===== config.mk =====
export PLATFORM = sky130hd
export DESIGN_NAME = nqp_root_step
export DESIGN_NICKNAME = d
export VERILOG_FILES = /design/src/rtl/core/nqp_pkg.sv /design/src/rtl/core/nqp_root_step.sv
export SDC_FILE = /design/constraint.sdc
export NUM_CORES = 2
export LEC_CHECK = 0
export ABC_CLOCK_PERIOD_IN_PS = 12700
export BUFFER_PORTS_ARGS = -buffer_cell sky130_fd_sc_hd__buf_4
export CORE_AREA = 2 2 780 782
export CTS_CLUSTER_DIAMETER = 40
export CTS_CLUSTER_SIZE = 25
export DETAILED_ROUTE_END_ITERATION = 6
export DIE_AREA = 0 0 782 784
export GPL_ROUTABILITY_DRIVEN = 0
export MAX_ROUTING_LAYER = met4
export PLACE_DENSITY_LB_ADDON = 0.12
export SLEW_MARGIN = 0
export SYNTH_ARGS = -nofsm -noshare
export SYNTH_HDL_FRONTEND = slang
export SYNTH_SLANG_ARGS = --single-unit

===== constraint.sdc =====
create_clock -name clock -period 12.7 [get_ports clock]
set_input_delay 2.54 -clock clock [delete_from_list [all_inputs] [get_ports clock]]
set_output_delay 2.54 -clock clock [all_outputs]
set_load 0.02 [all_outputs]

===== src/rtl/core/nqp_pkg.sv =====
`default_nettype none
package nqp_pkg;

   localparam int COMP_W            = 16;
   localparam int FRACTION_BITS_DEF = 14;
   localparam int FRACTION_BITS_MAX = 30;
   localparam int EXT_W             = COMP_W + 1;
   localparam int PROD_W            = EXT_W + COMP_W;
   localparam int PSUM_W            = PROD_W + 2;
   localparam int MAG_W             = PROD_W;
   localparam int SQ_W              = 2 * MAG_W;
   localparam int S_W               = SQ_W + 2;
   localparam int T_W               = COMP_W + 1;
   localparam int V_W               = S_W + T_W;
   localparam int R_W               = SQ_W + 2 * FRACTION_BITS_MAX + 2;
   localparam int Q_W               = T_W + 1;
   localparam int LANES             = 4;

   localparam logic [Q_W-1:0]    Q_LIMIT = Q_W'(1) << (COMP_W - 1);
   localparam logic [COMP_W-1:0] SAT_POS = {1'b0, {(COMP_W-1){1'b1}}};
   localparam logic [COMP_W-1:0] SAT_NEG = {1'b1, {(COMP_W-1){1'b0}}};

   typedef struct packed {
      logic              func;
      logic [COMP_W-1:0] a_w;
      logic [COMP_W-1:0] a_x;
      logic [COMP_W-1:0] a_y;
      logic [COMP_W-1:0] a_z;
      logic [COMP_W-1:0] b_w;
      logic [COMP_W-1:0] b_x;
      logic [COMP_W-1:0] b_y;
      logic [COMP_W-1:0] b_z;
   } req_type;

   typedef struct packed {
      logic [LANES-1:0] neg;
      logic             zero;
   } flag_type;

   typedef struct packed {
      flag_type                    flag;
      logic [S_W-1:0]              s;
      logic [LANES-1:0][R_W-1:0]   rem;
      logic [LANES-1:0][V_W-1:0]   v;
      logic [LANES-1:0][T_W-1:0]   t;
   } root_type;

endpackage
`default_nettype wire


===== src/rtl/core/nqp_root_step.sv =====
`default_nettype none
module nqp_root_step #(
   parameter int BIT = 0
) (
   input  logic              clock,
   input  logic              reset,
   input  logic              advance,
   input  logic              in_valid,
   input  nqp_pkg::root_type in_data,
   output logic              out_valid,
   output nqp_pkg::root_type out_data
);
   import nqp_pkg::*;

   logic [R_W-1:0] trial [LANES];
   root_type       step_in, step_ff;
   logic           valid_ff;

   always_comb begin
      step_in = in_data;
      for (int l = 0; l < LANES; l++) begin
         trial[l] = (R_W'(in_data.v[l]) << (BIT + 1)) + (R_W'(in_data.s) << (2 * BIT));
         if (in_data.rem[l] >= trial[l]) begin
            step_in.rem[l] = in_data.rem[l] - trial[l];
            step_in.v[l]   = in_data.v[l] + (V_W'(in_data.s) << BIT);
            step_in.t[l]   = in_data.t[l] | (T_W'(1) << BIT);
         end
      end
   end

   always_ff @(posedge clock) begin
      if (reset) begin
         valid_ff <= 1'b0;
      end else if (advance) begin
         valid_ff <= in_valid;
      end
   end

   always_ff @(posedge clock) begin
      if (advance) begin
         step_ff <= step_in;
      end
   end

   assign out_valid = valid_ff;
   assign out_data  = step_ff;

endmodule
`default_nettype wire

==> results.sh <==
export IMPL_use_met3_pct=3.33
export IMPL_avgSynthCellArea_sq_um=8.41
export IMPL_start_util_pct=15.8
export IMPL_hold_depth=2
export IMPL_fp_coreArea_sq_mm=0.605
export IMPL_grt_overflow=0
export IMPL_slew_headroom_pct=13.1
export IMPL_cts_buffers=310
export IMPL_dp_hpwl_mm=559
export IMPL_setup_tns_final_ns=0
export IMPL_globalRouteMet1Util_pct=26.6
export IMPL_worst_slack_ns=1.93
export IMPL_power_switching_w=0.00868
export IMPL_period_share_pct=84.8
export IMPL_tightest_slew_ns=1.29
export IMPL_clkSlewWorstSetupHoldPaths_ns=0.05
export IMPL_cts_repair_resized=0
export IMPL_grt_max_degree=201
export IMPL_cts_hold_buf=0
export IMPL_layout_common_cells="buf_4, a21oi_1, nand2_1"
export IMPL_skew_ns=0
export IMPL_postCtsSetupBuffers=0
export IMPL_drtPass1Iterations=5
export IMPL_p_clk_share_pct=37.5
export IMPL_critPathMaxFanout=106
export IMPL_drive_gt1_share_pct=20.3
export IMPL_drv_cap=0
export IMPL_area_delta_synth_final_pct=36.6
export IMPL_synth_nets=13200
export IMPL_yosysUniqueCellTypes=91
export IMPL_arrival_ns=11.47
export IMPL_mappedNetlistArea_sq_mm=0.0953
export IMPL_grt_pass1_vias=97000
export IMPL_fp_dieH_um=784
export IMPL_drtIter0Drc=8427
export IMPL_grt_busiest_layer="met2"
export IMPL_fin_crit_ns=10.77
export IMPL_synth_edf_count=993
export IMPL_nets=15100
export IMPL_fp_dieW_um=782
export IMPL_vias=98000
export IMPL_ios=1991
export IMPL_swShare_pct=40.0
export IMPL_slew_violations=0
export IMPL_grt_pass1_wl_mm=872
export IMPL_rsz0062_at_grt="false"
export IMPL_ys_seq_area_share_pct=31.3
export IMPL_fin_cells=21600
export IMPL_seqPwrFrac_pct=22.6
export IMPL_wl_per_cell_um=30.7
export IMPL_finalSetupViolCount=0
export IMPL_dp_cells=20900
export IMPL_clkSinkCount=994
export IMPL_p_int_w=0.0130
export IMPL_async_flop_share_pct=0
export IMPL_status="finished clean"
export IMPL_globalRouteMet2Util_pct=35.2
export IMPL_hold_violations=0
export IMPL_antenna_found_initial=201
export IMPL_peakVddDrop_uv=95.9
export IMPL_synth_warnings=0
export IMPL_powerDensity_mw_per_mm2=167
export IMPL_clockRootBuffer="clkbuf_16"
export IMPL_port_buffer_count=1990
export IMPL_die_area_sq_mm=0.613
export IMPL_cts_htree_levels=5
export IMPL_synthFlopType="edfxtp_1"
export IMPL_worst_skew_pair_late_latency_ns=0.93
export IMPL_reg2regPathDepth=2
export IMPL_slowest_delay_ns=0.61
export IMPL_max_freq_ghz=0.0929
export IMPL_cp_required_ns=13.41
export IMPL_row_count=286
export IMPL_cts_tree="yes"
export IMPL_combPwrFrac_pct=39.9
export IMPL_wirelength_mm=662
export IMPL_critical_path_class="input pin to flip-flop"
export IMPL_start_kind="input pin"
export IMPL_vias_per_cell=4.54
export IMPL_ant_nets=0
export IMPL_drc_errors=0
export IMPL_p_leak_nw=52.7
export IMPL_grt_total_usage_pct=21.1
export IMPL_slowest_stage="o31ai_1"
export IMPL_ys_seq_elements=994
export IMPL_worst_path_most_repeated_cell="or3_1"
export IMPL_pre_cts_ws_ns=0.937
export IMPL_synthCells=11300
export IMPL_cp_end_kind="flip-flop"
export IMPL_min_path_type="flip-flop to flip-flop"
export IMPL_cts_buffer_depth=4
export IMPL_layout_commonest_cell="buf_4"
-- power by group through the flow --
stage / combinational [W] / sequential [W] / clock, W
final: 0.00865 / 0.00491 / 0.00813
after global routing: 0.00929 / 0.00495 / 0.00848
after CTS: 0.00876 / 0.00493 / 0.00834
after detailed placement: 0.00872 / 0.00496 / 0
after global placement: 0.00878 / 0.00498 / 0
after floorplan: 0.00395 / 0.00551 / 0
-- cell type report --
cell class,count,area [sq um]
diodes,69,173
clock buffers,365,8050
clock inverters,203,2670
fillers,67500,475000
inverters,278,1040
multi-input cells,9496,62400
flip-flops and latches,994,29800
well taps,8064,10100
repair buffers,2108,16000
-- routing by layer --
metal	wire (um)	part of all wire [%]
met5	0	0
met4	17900	2.7
met3	37500	5.7
met2	319000	48
met1	288000	43
-- metrics by stage --
stage               cell area (sq um)  hold WS [ns]  util, %  power [W]
global route                   130000         0.536     21.5     0.0227
floorplan                       95300         0.579        -    0.00946
detailed placement             119000         0.490     19.7     0.0137
CTS                            130000         0.501     21.5     0.0220
finish                         130000         0.498     21.5     0.0217
global placement               119000         0.490     19.7     0.0138
-- cell families (layout without fill, tap and decap cells) --
kind of cell | count (synthesis) | after routing | synth area share (%)
AND/OR/NAND/NOR | 3611 | 3611 | 17.9
buffers and inverters | 836 | 2954 | 3.35
flip-flops | 994 | 994 | 31.3
multiplexers | 13 | 13 | 0.147
AO/OA/AOI/OAI | 3839 | 3839 | 25.0
adder cells (fa/ha/maj) | 900 | 900 | 11.9
XOR/XNOR | 1133 | 1133 | 10.4
other | 0 | 69 | 0
-- final timing paths --
kind / endpoint / start / slack (ns)
worst max-delay path: out_data[252] / in_data[921] / 1.93
worst min-delay path: out_valid / out_valid / 0.50
worst max register to register: out_valid / out_valid / 12.12
worst min register to register: out_valid / out_valid / 0.50
-- synthesized netlist by cell type, types with 26 or more instances --
cell / n / area share, %
a21oi_1: 1368 / 7.2
nand2_1: 1115 / 4.4
nor2_1: 996 / 3.9
edfxtp_1: 993 / 31
ha_1: 888 / 12
o21ai_0: 821 / 4.3
xnor2_1: 637 / 5.9
a21o_1: 598 / 4.7
clkbuf_1: 516 / 2.0
xor2_1: 496 / 4.6
nand4_1: 334 / 2.2
inv_1: 278 / 1.1
nand3_1: 259 / 1.4
o21bai_1: 207 / 1.6
nor3_1: 192 / 1.0
a31oi_1: 115 / 0.76
and3_1: 103 / 0.68
nand2b_1: 102 / 0.67
o21a_1: 99 / 0.78
nor4_1: 94 / 0.62
nor2b_1: 78 / 0.51
o31ai_1: 76 / 0.60
a211oi_1: 72 / 0.57
or3_1: 72 / 0.47
and2_1: 61 / 0.40
o211ai_1: 59 / 0.46
or2_2: 53 / 0.35
a21boi_0: 47 / 0.37
or4_1: 42 / 0.33
a221oi_1: 40 / 0.37
and4_1: 36 / 0.33
a211o_1: 30 / 0.28
a2111oi_0: 28 / 0.26
buf_2: 28 / 0.15
a41oi_1: 26 / 0.24
-- sequential cells by signal, indices dropped and copies added, names as in the netlist --
signal,flops
out_data,993
out_valid,1
-- critical path: cells and delay by family --
kind	cells	cell delay, ns
mux	1	0.41
compound gates	9	3.55
fa+ha+maj	3	1.09
xor+xnor	1	0.08
simple gates	9	2.88
buf+inv	3	0.67
(Power assumes the default switching activity.)
